## src/rtl/shs_pkg.sv

```systemverilog
// ----------------------------------------------------------------------------
// shs_pkg
// Types, constants and helper functions shared by the SHA-256 stream hasher
// ----------------------------------------------------------------------------
package shs_pkg;

    localparam int WORD_W       = 32;
    localparam int BUF_DEPTH    = 16;
    localparam int ROUNDS       = 64;
    localparam int DIGEST_WORDS = 8;
    localparam int FILL_W       = $clog2(BUF_DEPTH);
    localparam int ROUND_W      = $clog2(ROUNDS);
    localparam int IDX_W        = $clog2(DIGEST_WORDS);
    localparam int LEN_W        = 64;
    localparam int CNT_W        = 3;

    localparam logic [CNT_W-1:0]  FULL_BYTES = 3'd4;
    localparam logic [WORD_W-1:0] PAD_WORD   = 32'h8000_0000;

    // sequencer states
    typedef enum logic [2:0] {
        ST_IDLE,
        ST_PAD,
        ST_ROUND,
        ST_UPDATE,
        ST_EMIT
    } t_state;

    // padding progress after the final request
    typedef enum logic [1:0] {
        PH_80,
        PH_ZERO,
        PH_LENLO,
        PH_DONE
    } t_phase;

    // commands from the sequencer to the round datapath
    typedef struct packed {
        logic                push;
        logic [WORD_W-1:0]   push_word;
        logic                load;
        logic                round;
        logic [ROUND_W-1:0]  k_idx;
        logic                update;
        logic                reset_chain;
        logic                emit;
        logic [IDX_W-1:0]    idx;
    } t_core_cmd;

    localparam logic [WORD_W-1:0] IV [DIGEST_WORDS] = '{
        32'h6a09e667, 32'hbb67ae85, 32'h3c6ef372, 32'ha54ff53a,
        32'h510e527f, 32'h9b05688c, 32'h1f83d9ab, 32'h5be0cd19
    };

    localparam logic [WORD_W-1:0] K_TABLE [ROUNDS] = '{
        32'h428a2f98, 32'h71374491, 32'hb5c0fbcf, 32'he9b5dba5,
        32'h3956c25b, 32'h59f111f1, 32'h923f82a4, 32'hab1c5ed5,
        32'hd807aa98, 32'h12835b01, 32'h243185be, 32'h550c7dc3,
        32'h72be5d74, 32'h80deb1fe, 32'h9bdc06a7, 32'hc19bf174,
        32'he49b69c1, 32'hefbe4786, 32'h0fc19dc6, 32'h240ca1cc,
        32'h2de92c6f, 32'h4a7484aa, 32'h5cb0a9dc, 32'h76f988da,
        32'h983e5152, 32'ha831c66d, 32'hb00327c8, 32'hbf597fc7,
        32'hc6e00bf3, 32'hd5a79147, 32'h06ca6351, 32'h14292967,
        32'h27b70a85, 32'h2e1b2138, 32'h4d2c6dfc, 32'h53380d13,
        32'h650a7354, 32'h766a0abb, 32'h81c2c92e, 32'h92722c85,
        32'ha2bfe8a1, 32'ha81a664b, 32'hc24b8b70, 32'hc76c51a3,
        32'hd192e819, 32'hd6990624, 32'hf40e3585, 32'h106aa070,
        32'h19a4c116, 32'h1e376c08, 32'h2748774c, 32'h34b0bcb5,
        32'h391c0cb3, 32'h4ed8aa4a, 32'h5b9cca4f, 32'h682e6ff3,
        32'h748f82ee, 32'h78a5636f, 32'h84c87814, 32'h8cc70208,
        32'h90befffa, 32'ha4506ceb, 32'hbef9a3f7, 32'hc67178f2
    };

    // keep the leading valid bytes of a short final word and append 0x80
    function automatic logic [WORD_W-1:0] pad_final(input logic [WORD_W-1:0] w,
                                                    input logic [CNT_W-1:0]  cnt);
        logic [WORD_W-1:0] r;
        case (cnt)
            3'd0:    r = PAD_WORD;
            3'd1:    r = {w[31:24], 24'h80_0000};
            3'd2:    r = {w[31:16], 16'h8000};
            3'd3:    r = {w[31:8], 8'h80};
            default: r = w;
        endcase
        return r;
    endfunction

endpackage

```

## src/rtl/shs_core.sv

```systemverilog
// ----------------------------------------------------------------------------
// shs_core
// Block buffer / message schedule, working variables and chaining words;
// one SHA-256 round per cycle through a single shared round unit
// ----------------------------------------------------------------------------
module shs_core (
    input  logic                               i_clk,
    input  logic                               i_rst_n,
    input  shs_pkg::t_core_cmd                 i_cmd,
    output logic [shs_pkg::WORD_W-1:0]         o_digest_word
);

    localparam int W = shs_pkg::WORD_W;

    function automatic logic [W-1:0] rotr(input logic [W-1:0] v, input int s);
        return (v >> s) | (v << (W - s));
    endfunction

    logic [W-1:0] r_w     [shs_pkg::BUF_DEPTH];
    logic [W-1:0] r_v     [shs_pkg::DIGEST_WORDS];
    logic [W-1:0] r_chain [shs_pkg::DIGEST_WORDS];

    logic [W-1:0] sg0, sg1, sched_new, shift_in;
    logic [W-1:0] big0, big1, choose, major, t1, t2;

    // schedule word sixteen ahead from fixed taps of the buffer
    always_comb begin
        sg0       = rotr(r_w[1], 7) ^ rotr(r_w[1], 18) ^ (r_w[1] >> 3);
        sg1       = rotr(r_w[14], 17) ^ rotr(r_w[14], 19) ^ (r_w[14] >> 10);
        sched_new = r_w[0] + sg0 + r_w[9] + sg1;
        shift_in  = i_cmd.round ? sched_new : i_cmd.push_word;
    end

    // compression round
    always_comb begin
        big1   = rotr(r_v[4], 6) ^ rotr(r_v[4], 11) ^ rotr(r_v[4], 25);
        choose = (r_v[4] & r_v[5]) ^ (~r_v[4] & r_v[6]);
        t1     = r_v[7] + big1 + choose + shs_pkg::K_TABLE[i_cmd.k_idx] + r_w[0];
        big0   = rotr(r_v[0], 2) ^ rotr(r_v[0], 13) ^ rotr(r_v[0], 22);
        major  = (r_v[0] & r_v[1]) ^ (r_v[0] & r_v[2]) ^ (r_v[1] & r_v[2]);
        t2     = big0 + major;
    end

    always_ff @(posedge i_clk) begin
        if (i_cmd.push || i_cmd.round) begin
            for (int i = 0; i < shs_pkg::BUF_DEPTH - 1; i++) begin
                r_w[i] <= r_w[i+1];
            end
            r_w[shs_pkg::BUF_DEPTH-1] <= shift_in;
        end
    end

    always_ff @(posedge i_clk) begin
        if (i_cmd.load) begin
            r_v <= r_chain;
        end else if (i_cmd.round) begin
            r_v[0] <= t1 + t2;
            r_v[1] <= r_v[0];
            r_v[2] <= r_v[1];
            r_v[3] <= r_v[2];
            r_v[4] <= r_v[3] + t1;
            r_v[5] <= r_v[4];
            r_v[6] <= r_v[5];
            r_v[7] <= r_v[6];
        end
    end

    always_ff @(posedge i_clk) begin
        if (!i_rst_n || i_cmd.reset_chain) begin
            r_chain <= shs_pkg::IV;
        end else if (i_cmd.update) begin
            for (int i = 0; i < shs_pkg::DIGEST_WORDS; i++) begin
                r_chain[i] <= r_chain[i] + r_v[i];
            end
        end
    end

    assign o_digest_word = r_chain[i_cmd.idx];

endmodule

```

## src/rtl/shs_ctrl.sv

```systemverilog
// ----------------------------------------------------------------------------
// shs_ctrl
// Sequencer: takes requests, tracks fill and bit count, generates padding,
// counts rounds and steps through the digest words
// ----------------------------------------------------------------------------
module shs_ctrl (
    input  logic                              i_clk,
    input  logic                              i_rst_n,
    input  logic                              i_valid,
    output logic                              o_ready,
    input  logic [shs_pkg::WORD_W-1:0]        i_data_word,
    input  logic [shs_pkg::CNT_W-1:0]         i_byte_count,
    input  logic                              i_final_req,
    input  logic                              i_out_free,
    output shs_pkg::t_core_cmd                o_cmd
);

    localparam logic [shs_pkg::FILL_W-1:0]  FILL_LAST  = shs_pkg::FILL_W'(shs_pkg::BUF_DEPTH - 1);
    localparam logic [shs_pkg::FILL_W-1:0]  FILL_LEN   = shs_pkg::FILL_W'(shs_pkg::BUF_DEPTH - 2);
    localparam logic [shs_pkg::ROUND_W-1:0] ROUND_LAST = shs_pkg::ROUND_W'(shs_pkg::ROUNDS - 1);
    localparam logic [shs_pkg::IDX_W-1:0]   IDX_LAST   = shs_pkg::IDX_W'(shs_pkg::DIGEST_WORDS - 1);

    shs_pkg::t_state                r_state, n_state;
    shs_pkg::t_phase                r_phase, n_phase;
    logic [shs_pkg::FILL_W-1:0]     r_fill, n_fill;
    logic [shs_pkg::LEN_W-1:0]      r_bitlen, n_bitlen;
    logic                           r_fin, n_fin;
    logic [shs_pkg::ROUND_W-1:0]    r_round, n_round;
    logic [shs_pkg::IDX_W-1:0]      r_idx, n_idx;

    logic                           accept;
    logic [shs_pkg::CNT_W-1:0]      cnt;

    assign o_ready = (r_state == shs_pkg::ST_IDLE);
    assign accept  = i_valid && o_ready;
    assign cnt     = (i_byte_count > shs_pkg::FULL_BYTES) ? shs_pkg::FULL_BYTES : i_byte_count;

    // next state
    always_comb begin
        n_state = r_state;
        unique case (r_state)
            shs_pkg::ST_IDLE: begin
                if (accept) begin
                    if (r_fill == FILL_LAST) n_state = shs_pkg::ST_ROUND;
                    else if (i_final_req)    n_state = shs_pkg::ST_PAD;
                end
            end
            shs_pkg::ST_PAD: begin
                if (r_fill == FILL_LAST) n_state = shs_pkg::ST_ROUND;
            end
            shs_pkg::ST_ROUND: begin
                if (r_round == ROUND_LAST) n_state = shs_pkg::ST_UPDATE;
            end
            shs_pkg::ST_UPDATE: begin
                if (r_phase == shs_pkg::PH_DONE) n_state = shs_pkg::ST_EMIT;
                else if (r_fin)                  n_state = shs_pkg::ST_PAD;
                else                             n_state = shs_pkg::ST_IDLE;
            end
            shs_pkg::ST_EMIT: begin
                if (i_out_free && r_idx == IDX_LAST) n_state = shs_pkg::ST_IDLE;
            end
            default: n_state = shs_pkg::ST_IDLE;
        endcase
    end

    // outputs and datapath registers
    always_comb begin
        o_cmd    = '0;
        n_phase  = r_phase;
        n_fill   = r_fill;
        n_bitlen = r_bitlen;
        n_fin    = r_fin;
        n_round  = r_round;
        n_idx    = r_idx;
        o_cmd.k_idx = r_round;
        o_cmd.idx   = r_idx;
        unique case (r_state)
            shs_pkg::ST_IDLE: begin
                if (accept) begin
                    o_cmd.push = 1'b1;
                    n_fin      = i_final_req;
                    if (i_final_req) begin
                        o_cmd.push_word = shs_pkg::pad_final(i_data_word, cnt);
                        n_bitlen = r_bitlen + {58'b0, cnt, 3'b000};
                        n_phase  = (cnt == shs_pkg::FULL_BYTES) ? shs_pkg::PH_80
                                                                : shs_pkg::PH_ZERO;
                    end else begin
                        o_cmd.push_word = i_data_word;
                        n_bitlen = r_bitlen + shs_pkg::LEN_W'(shs_pkg::WORD_W);
                    end
                end
            end
            shs_pkg::ST_PAD: begin
                o_cmd.push = 1'b1;
                unique case (r_phase)
                    shs_pkg::PH_80: begin
                        o_cmd.push_word = shs_pkg::PAD_WORD;
                        n_phase = shs_pkg::PH_ZERO;
                    end
                    shs_pkg::PH_ZERO: begin
                        if (r_fill == FILL_LEN) begin
                            o_cmd.push_word = r_bitlen[63:32];
                            n_phase = shs_pkg::PH_LENLO;
                        end
                    end
                    shs_pkg::PH_LENLO: begin
                        o_cmd.push_word = r_bitlen[31:0];
                        n_phase = shs_pkg::PH_DONE;
                    end
                    default: o_cmd.push = 1'b0;
                endcase
            end
            shs_pkg::ST_ROUND: begin
                o_cmd.round = 1'b1;
                n_round     = r_round + 1'b1;
            end
            shs_pkg::ST_UPDATE: begin
                o_cmd.update = 1'b1;
            end
            shs_pkg::ST_EMIT: begin
                if (i_out_free) begin
                    o_cmd.emit = 1'b1;
                    n_idx      = r_idx + 1'b1;
                    if (r_idx == IDX_LAST) begin
                        // start a fresh message
                        o_cmd.reset_chain = 1'b1;
                        n_bitlen = '0;
                        n_fin    = 1'b0;
                        n_phase  = shs_pkg::PH_ZERO;
                    end
                end
            end
            default: ;
        endcase
        if (o_cmd.push) begin
            n_fill     = r_fill + 1'b1;
            o_cmd.load = (r_fill == FILL_LAST);
        end
    end

    always_ff @(posedge i_clk) begin
        if (!i_rst_n) begin
            r_state  <= shs_pkg::ST_IDLE;
            r_phase  <= shs_pkg::PH_ZERO;
            r_fill   <= '0;
            r_bitlen <= '0;
            r_fin    <= 1'b0;
            r_round  <= '0;
            r_idx    <= '0;
        end else begin
            r_state  <= n_state;
            r_phase  <= n_phase;
            r_fill   <= n_fill;
            r_bitlen <= n_bitlen;
            r_fin    <= n_fin;
            r_round  <= n_round;
            r_idx    <= n_idx;
        end
    end

    // round counter only runs during compression
    a_round_idle: assert property (@(posedge i_clk) disable iff (!i_rst_n)
        r_state != shs_pkg::ST_ROUND |-> r_round == '0)
        else $error("round counter not at zero outside compression");

    // compression starts only on a full buffer
    a_round_entry: assert property (@(posedge i_clk) disable iff (!i_rst_n)
        (r_state == shs_pkg::ST_ROUND && $past(r_state) != shs_pkg::ST_ROUND)
            |-> r_fill == '0)
        else $error("compression entered with partial block");

    // digest only leaves after the length words went in
    a_emit_fill: assert property (@(posedge i_clk) disable iff (!i_rst_n)
        r_state == shs_pkg::ST_EMIT |-> (r_fill == '0 && r_phase == shs_pkg::PH_DONE))
        else $error("digest output with padding incomplete");

endmodule

```

## src/rtl/sha256_stream_hasher_top.sv

```systemverilog
// ----------------------------------------------------------------------------
// sha256_stream_hasher_top
// SHA-256 of a word stream; digest leaves as eight 32-bit words, MSW first
// a non-final request is taken while the sequencer is idle; each 16th word adds
//   a full compression plus one chaining update (round unit bound)
// a final request adds its padding words, one or two compressions, then
//   eight digest words at one per cycle when the sink is ready
// synchronous active-low reset loads the initial hash values and clears
//   fill count, bit count and the output valid flag; no clearing pass
// ----------------------------------------------------------------------------
module sha256_stream_hasher_top (
    input  logic                          i_clk,
    input  logic                          i_rst_n,
    // request channel
    input  logic                          i_valid,
    output logic                          o_ready,
    input  logic [shs_pkg::WORD_W-1:0]    i_data_word,
    input  logic [shs_pkg::CNT_W-1:0]     i_byte_count,
    input  logic                          i_final_req,
    // digest channel
    output logic                          o_valid,
    input  logic                          i_ready,
    output logic [shs_pkg::WORD_W-1:0]    o_digest_word,
    output logic [shs_pkg::IDX_W-1:0]     o_word_index,
    output logic                          o_last_word
);

    localparam logic [shs_pkg::IDX_W-1:0] IDX_LAST = shs_pkg::IDX_W'(shs_pkg::DIGEST_WORDS - 1);

    shs_pkg::t_core_cmd               cmd;
    logic [shs_pkg::WORD_W-1:0]       chain_word;
    logic                             out_free;

    // output register: slot free when empty or being drained this cycle
    logic                             r_out_valid;
    logic [shs_pkg::WORD_W-1:0]       r_digest_word;
    logic [shs_pkg::IDX_W-1:0]        r_word_index;
    logic                             r_last_word;

    assign out_free = !r_out_valid || i_ready;

    // sequencer: request handshake, padding, round count, digest stepping
    shs_ctrl u_ctrl (
        .i_clk        (i_clk),
        .i_rst_n      (i_rst_n),
        .i_valid      (i_valid),
        .o_ready      (o_ready),
        .i_data_word  (i_data_word),
        .i_byte_count (i_byte_count),
        .i_final_req  (i_final_req),
        .i_out_free   (out_free),
        .o_cmd        (cmd)
    );

    // shared round unit with block buffer and chaining words
    shs_core u_core (
        .i_clk         (i_clk),
        .i_rst_n       (i_rst_n),
        .i_cmd         (cmd),
        .o_digest_word (chain_word)
    );

    // valid flag is control state, payload loads without reset
    always_ff @(posedge i_clk) begin
        if (!i_rst_n) begin
            r_out_valid <= 1'b0;
        end else if (cmd.emit) begin
            r_out_valid <= 1'b1;
        end else if (i_ready) begin
            r_out_valid <= 1'b0;
        end
    end

    always_ff @(posedge i_clk) begin
        if (cmd.emit) begin
            r_digest_word <= chain_word;
            r_word_index  <= cmd.idx;
            r_last_word   <= (cmd.idx == IDX_LAST);
        end
    end

    assign o_valid       = r_out_valid;
    assign o_digest_word = r_digest_word;
    assign o_word_index  = r_word_index;
    assign o_last_word   = r_last_word;

    // a digest word is only produced into a free slot
    a_emit_slot: assert property (@(posedge i_clk) disable iff (!i_rst_n)
        cmd.emit |-> out_free)
        else $error("digest word overwrote a pending result");

    // no new request is taken while a digest is being stepped out
    a_emit_busy: assert property (@(posedge i_clk) disable iff (!i_rst_n)
        cmd.emit |-> !o_ready)
        else $error("request taken during digest output");

    // the final digest word carries index seven
    a_last_index: assert property (@(posedge i_clk) disable iff (!i_rst_n)
        (o_valid && o_last_word) |-> o_word_index == IDX_LAST)
        else $error("last word flag on wrong index");

endmodule

```

## config.mk

```make
export PLATFORM = sky130hd
export DESIGN_NAME = sha256_stream_hasher_top
export DESIGN_NICKNAME = d
export VERILOG_FILES = /design/src/rtl/shs_pkg.sv /design/src/rtl/shs_core.sv /design/src/rtl/shs_ctrl.sv /design/src/rtl/sha256_stream_hasher_top.sv
export SDC_FILE = /design/constraint.sdc
export NUM_CORES = 2
export LEC_CHECK = 0
export ABC_AREA = 1
export BUFFER_PORTS_ARGS = -buffer_cell sky130_fd_sc_hd__buf_2
export CORE_ASPECT_RATIO = 1.4
export CORE_MARGIN = 1.5
export CORE_UTILIZATION = 45
export DETAILED_ROUTE_END_ITERATION = 16
export GPL_TIMING_DRIVEN = 0
export PLACE_DENSITY = 0.7
export SYNTH_ARGS = -nofsm -noshare
export SYNTH_HDL_FRONTEND = slang
export SYNTH_SLANG_ARGS = --single-unit
```

## constraint.sdc

```tcl
create_clock -name i_clk -period 15.1 [get_ports i_clk]
set_input_delay 0.755 -clock i_clk [delete_from_list [all_inputs] [get_ports i_clk]]
set_output_delay 0.755 -clock i_clk [all_outputs]
set_load 0.03 [all_outputs]
```

=== After elaboration in Yosys (flattened, before gate mapping) ===
Memory sizes are Yosys's and may differ from the RTL's.
Index checks and enable logic that the tools add are counted.

* Word-level logic and storage cells: 180
* ROM bits: 2048
* Input bits: 40
* Memories kept: 2
* Flip-flop bits (word level): 632
* Output and inout bits: 38
* Bits in writable memories: 512

{| class="wikitable"
|+ Memory list
! name !! words !! width !! read ports !! clocked after Yosys merged registers in !! write ports !! RTL line !! RTL
|-
| (name not given) || 64 || 32 || 1 || 0 || 0 || shs_core.sv:38 || <nowiki>t1 = r_v[7] + big1 + choose + shs_pkg::K_TABLE[i_cmd.k_idx] + r_w[0];</nowiki>
|-
| u_core.r_w || 16 || 32 || 16 || 0 || 16 || shs_core.sv:19 || <nowiki>logic [W-1:0] r_w [shs_pkg::BUF_DEPTH];</nowiki>
|}

* $add $sub $neg: 23
* Magnitude comparators: 3
* Equality and inequality tests: 25
* Muxes and demuxes: 52
* Reduce and logical (&&, ||, !) cells: 19
* Bitwise gates (word level): 29

{| class="wikitable"
|+ Operator list
! cell !! count
|-
| 32-bit adder || 18
|-
| 256-bit two-way mux || 2
|-
| 32-bit bitwise XOR || 9
|-
| 64-bit two-way mux || 4
|-
| 32-bit two-way mux || 7
|-
| 32-bit AND || 5
|-
| 32-bit one-hot mux with 4 select lines || 1
|-
| 64-bit one-hot mux with 2 select lines || 1
|-
| 32-bit binary-select mux with 3-bit select || 1
|-
| 32-bit one-hot mux with 3 select lines || 1
|-
| 33-bit one-hot mux with 2 select lines || 1
|-
| 64-bit by 6-bit adder with 64-bit output || 1
|-
| 64-bit by 6-bit adder with 64-bit output, second input constant || 1
|-
| 33-bit two-way mux || 1
|-
| 32-bit inverter || 1
|-
| 10-bit by 32-bit OR with 32-bit output || 1
|-
| 13-bit by 32-bit OR with 32-bit output || 1
|-
| 14-bit by 32-bit OR with 32-bit output || 1
|-
| 15-bit by 32-bit OR with 32-bit output || 1
|-
| 19-bit by 32-bit OR with 32-bit output || 1
|-
| 21-bit by 32-bit OR with 32-bit output || 1
|-
| 25-bit by 32-bit OR with 32-bit output || 1
|-
| 26-bit by 32-bit OR with 32-bit output || 1
|-
| 30-bit by 32-bit OR with 32-bit output || 1
|-
| other kinds (41) || 88
|}

=== Longest topological paths before layout ===
* Depth in word-level cells: 10
* Mapped depth: 46
* Mapped depth without buffers: 46

=== Cells and area by module ===
Synthesis repeated with hierarchy kept, for this count alone.

* Cell total of the unflattened synthesis: 9762
* Area, all modules: 77314.2 sq um

{| class="wikitable"
|+ By module, submodules not included
! module !! sequential area each (sq um) !! cells an instance !! area each (sq um) !! times used
|-
| shs_core || 28187.0 || 8740 || 70363.7 || 1
|-
| shs_ctrl || 1601.5 || 979 || 5816.8 || 1
|-
| sha256_stream_hasher_top || 1101.1 || 43 || 1133.6 || 1
|}

=== Least setup slack after synthesis ===
OpenSTA, ideal clock, no wires.

* Path kind: reg-to-reg
* From: reg u_ctrl.r_state[0]
* To: mem u_core.r_w[0][0] (netlist bit), enable pin
* Stages on the path, launching flop included: 6
* Required time: 11.437 ns
* Setup time: 3.663 ns
* Period minus slack after synthesis: 13.099 ns
* Slack: 2.001 ns
* Buffers on the path: 2
* Arrival time: 9.435 ns
* Cells stage by stage: dfxtp_1 > nor3_2 > inv_1 > clkbuf_1 > clkbuf_1 > nand2_1

{| class="wikitable"
|+ RTL lines
! element !! RTL line !! RTL
|-
| start, declared || shs_ctrl.sv:23 || <nowiki>shs_pkg::t_state r_state, n_state;</nowiki>
|-
| start signal, assigned || shs_ctrl.sv:143 || <nowiki>r_state <= shs_pkg::ST_IDLE;</nowiki>
|-
| start signal, assigned || shs_ctrl.sv:151 || <nowiki>r_state <= n_state;</nowiki>
|-
| end, declared || shs_core.sv:19 ||
|}

=== Worst setup path in the final report ===
* From: reg u_ctrl.r_round[1] (netlist bit)
* To: reg u_core.r_v[241] (netlist bit) (data pin)

* Cells in the longest elaborated chain, start to end: 9

{| class="wikitable"
|+ Ends and longest elaborated chain
! element !! RTL line !! RTL
|-
| start, declared || shs_ctrl.sv:28 || <nowiki>logic [shs_pkg::ROUND_W-1:0] r_round, n_round;</nowiki>
|-
| start signal, assigned || shs_ctrl.sv:156 || <nowiki>r_round <= n_round;</nowiki>
|-
| 6-bit inverter with 7-bit output (implied by the code) || shs_core.sv:38 ||
|-
| memory 64 x 32 bit || -- ||
|-
| 32-bit two-way mux (implied by the code) (2 in a row) || shs_core.sv:38 ||
|-
| 32-bit adder (2 in a row) || shs_core.sv:38 ||
|-
| 32-bit adder || shs_core.sv:57 || <nowiki>r_v[0] <= t1 + t2;</nowiki>
|-
| 256-bit two-way mux || shs_core.sv:56 || <nowiki>end else if (i_cmd.round) begin</nowiki>
|-
| 256-bit two-way mux || shs_core.sv:54 || <nowiki>if (i_cmd.load) begin</nowiki>
|-
| end signal, assigned || shs_core.sv:55 || <nowiki>r_v <= r_chain;</nowiki>
|-
| end, declared || shs_core.sv:20 || <nowiki>logic [W-1:0] r_v [shs_pkg::DIGEST_WORDS];</nowiki>
|}

No other way between the ends. The select of a mux whose other input is x is not followed.
A chain may end at the register's enable or synchronous reset.

==> results.txt <==
----------------------------------------------------
[Floorplan]
  Top-Level Pins ... 78
  Number of rows created at floorplan ... 178
  Die Span X ... 351.2 um
  Core Box Area ... 168400 um^2
  Vert. Die Dim ... 490.4 um
  Effective utilization at floorplan ... 0.4536
  Die outline area ... 172200 um^2

[Final layout]
  Final net count ... 10.28k
  Final core occ ... 0.5009
  Commonest cells after routing, fill and taps aside ... 1874 x sky130_fd_sc_hd__nand2_1, 1323 x sky130_fd_sc_hd__inv_1, 856 x sky130_fd_sc_hd__o21ai_0
  Commonest non-fill, non-tap cell in the layout ... sky130_fd_sc_hd__nand2_1
  Share of post-route cells with drive strength above 1 ... 0.04504
  Final non-filler cell area ... 84330 um^2
  Number of filler instances in the final layout ... 16.28k
  Area added between synthesis and finish ... 10.43%
  Layout Cells excl Fill ... 12.03k

[Placement]
  Last weighted congestion value of the routability-driven placer ... 1.125
  Placed Area ... 80030 um^2
  Pre-CTS setup slack ... 4.459 ns
  Cell total after placement ... 11.77k
  PortBufs ... 76
  DP HPWL ... 334.8 mm

[Global route]
  Maximum number of pins on one net before global-route repair ... 81
  GRT Resource Usage Total ... 0.4912
  Congestion Overflow GR ... 0
  Vias in the first global route ... 72.37k
  First-pass GRT wire length ... 577.5 mm
  Antenna violations before repair ... 39

[Synthesis]
  Flip-flop and latch count after synthesis ... 1141
  Cell Area, Synth ... 76370 um^2
  Per-instance average area after synthesis ... 8.100 um^2
  Post-synth net total ... 10.07k
  Sequential-to-total area share from yosys stat ... 0.4045
  Count of cell types in the netlist ... 66
  Number of synthesis warnings ... 0
  Gate count of the mapped netlist ... 9428
  Number of flops mapped to enable cells by yosys ... 804
  Async S/R FF share, synth ... 0
  Most common flop cell mapped by yosys ... sky130_fd_sc_hd__edfxtp_1

[Hold path]
  Cells on Worst Hold Path ... 3
  End of the worst hold path ... u_core.r_w[1][241]
  Beginning of the worst hold path ... i_data_word[17]
  Type of the worst min-delay path ... primary input to flop

[STA]
  Max-slew violation total from the final report ... 107
  Shortest clock period the worst path allows after layout ... 11.36 ns
  Unrepaired setup endpoints after global routing ... false
  Hold violation total from the final report ... 0
  Actual slew at the worst max-slew pin ... 1.707 ns
  Setup violation total in the final timing report ... 0
  Final worst-path cycle share ... 0.7526
  Highest Clock Rate ... 88.00 MHz
  Relative slew slack ... -0.1382
  Least setup slack across all paths after layout ... 3.736 ns
  Worst clock skew ... 0.1060 ns

[Setup path]
  Type of the worst setup path ... flop to flop
  Worst r2r dst ... u_core.r_v[241]
  Reg-to-reg setup timing slack ... 3.74 ns
  Kind of end point of the critical path ... flop
  Endpoint arrival time on the critical path ... 12.08 ns
  Critical path fanouts, max ... 14
  Worst r2r path cells ... 30
  Origin of the critical flop-to-flop path ... u_ctrl.r_round[1]
  Critical Path Most Common Cell ... sky130_fd_sc_hd__inv_1
  Kind of start point of the critical path ... flop
  Max incr delay on CP ... 0.90 ns
  CP max-delay cell ... sky130_fd_sc_hd__dfxtp_1
  Required arrival time at the worst endpoint ... 15.81 ns

[Outcome]
  Failing checks ... max-capacitance violations, max-slew violations
  Result of the run ... finished, violations left

[Clock tree]
  TritonCTS clock tree ... built
  Number of CTS-inserted buffers ... 115
  Number of H-tree levels ... 3
  Clk root buf ... sky130_fd_sc_hd__clkbuf_16
  Clock latency on the worst-skew pair ... 0.90 ns
  Clock Tree Buf Depth ... 3
  Register clock-pin slew on the reported worst setup and hold paths ... 0.07 ns
  Num Clock Sinks ... 1141
  Post-CTS setup buffer count ... 0
  CTS Hold Bufs ... 0
  Number of gates resized after CTS ... 0

[Drt]
  Wirelength per Cell ... 35.49 um
  Initial DRT Pass Iterations ... 9
  Initial detailed-routing violation count ... 9913
  Final wirelength ... 426.9 mm
  Antenna Nets Post-Route ... 0
  Drc violations ... 0
  Routed via count ... 75.53k
  Number of vias per cell ... 6.279

[Run]
  # Max-Cap Violations ... 15

----------------------------------------------------
[cell usage after synthesis (24+ instances only)]
cell	number	area share
sky130_fd_sc_hd__a21boi_0	31	0.0030
sky130_fd_sc_hd__o221ai_1	26	0.0030
sky130_fd_sc_hd__o21ai_1	28	0.0018
sky130_fd_sc_hd__or2_2	34	0.0028
sky130_fd_sc_hd__ha_1	402	0.066
sky130_fd_sc_hd__fa_1	196	0.051
sky130_fd_sc_hd__a21oi_1	844	0.055
sky130_fd_sc_hd__o211ai_1	100	0.0098
sky130_fd_sc_hd__xnor2_1	171	0.020
sky130_fd_sc_hd__o21bai_1	66	0.0065
sky130_fd_sc_hd__nor3_1	96	0.0063
sky130_fd_sc_hd__buf_1	27	0.0013
sky130_fd_sc_hd__nand4_1	116	0.0095
sky130_fd_sc_hd__edfxtp_1	804	0.32
sky130_fd_sc_hd__o21a_1	44	0.0043
sky130_fd_sc_hd__nand3_1	446	0.029
sky130_fd_sc_hd__o21ai_0	858	0.056
sky130_fd_sc_hd__inv_1	1323	0.065
sky130_fd_sc_hd__nor2_1	730	0.036
sky130_fd_sc_hd__clkbuf_1	229	0.011
sky130_fd_sc_hd__nand3b_1	25	0.0025
sky130_fd_sc_hd__a21o_1	64	0.0063
sky130_fd_sc_hd__buf_2	54	0.0035
sky130_fd_sc_hd__maj3_1	29	0.0038
sky130_fd_sc_hd__nand2_1	1876	0.092
sky130_fd_sc_hd__a31oi_1	80	0.0066
sky130_fd_sc_hd__xor2_1	209	0.024
sky130_fd_sc_hd__dfxtp_1	337	0.088
sky130_fd_sc_hd__a22oi_1	24	0.0024
[worst max-delay path, delay by kind of cell, from the launching register on]
kind	cells	cell delay [ns]
DFF	1	0.90
AOI/OAI and AO/OA	7	2.21
buffers and inverters	5	0.83
adders and majority gates	7	3.37
xor gates and xnor gates	2	1.71
and+or+nand+nor	9	2.19
[flip-flops by register name, indices dropped and copies added (netlist names), 4 cells and up]
signal,cells
u_core.r_w,512
u_core.r_chain,256
u_core.r_v,256
u_ctrl.r_bitlen,61
o_digest_word,32
u_ctrl.r_round,6
u_ctrl.r_fill,4
[per-layer routing]
layer,track usage,share of wire,vias up
met5,0.0005669,0.00010,-
met4,0.5714,0.15,6
met3,0.1422,0.094,2139
met2,0.7735,0.45,5306
met1,0.4820,0.31,35860
li1,-,-,32220
[through the flow]
stage               hold slack (ns)   TNS, ns
CTS                          0.2785         0
global placement             0.4003  -1951.44
global route                 0.2562         0
floorplan                    0.4003         0
finish                       0.2325         0
detailed placement           0.4045         0
[logic make-up after synthesis]
| kind of cell | after synthesis | share of synthesized area |
|---|---|---|
| and+or+nand+nor | 3381 | 0.1840 |
| AOI/OAI and AO/OA | 2243 | 0.1636 |
| buffers and inverters | 1645 | 0.08177 |
| DFF | 1141 | 0.4045 |
| adders and majority gates | 627 | 0.1210 |
| xor gates and xnor gates | 380 | 0.04358 |
| muxes | 11 | 0.001442 |
[worst max path at each step]
stage                      start                 to  slack, ns  cells after the start
6_report       u_ctrl.r_round[1]    u_core.r_v[241]       3.74                     30
5_1_grt        u_ctrl.r_round[1]    u_core.r_v[253]       3.76                     31
4_1_cts        u_ctrl.r_round[1]    u_core.r_v[241]       4.41                     30
3_5_place_dp   u_ctrl.r_round[1]    u_core.r_v[241]       4.46                     30
3_3_place_gp   u_ctrl.r_state[0]  u_core.r_w[0][41]      -3.93                      5
2_1_floorplan  u_ctrl.r_state[0]   u_core.r_w[0][0]       2.00                      5
[area by class of cell]
class	count	area [um^2]	share of cell area
Antenna cell	34	85.08	0.001009
Buffer	310	1261	0.01496
Clock buffer	148	3114	0.03693
Clock inverter	72	1042	0.01236
Inverter	1335	5014	0.05945
Multi-Input combinational cell	6642	39270	0.4657
Sequential cell	1141	30890	0.3663
Tap cell	2250	2815	0.03338
Timing Repair Buffer	98	838.3	0.009940
Power is left out: the tool's default activity adds up to more than one toggle a clock period on the data nets, which glitch-free logic cannot reach.
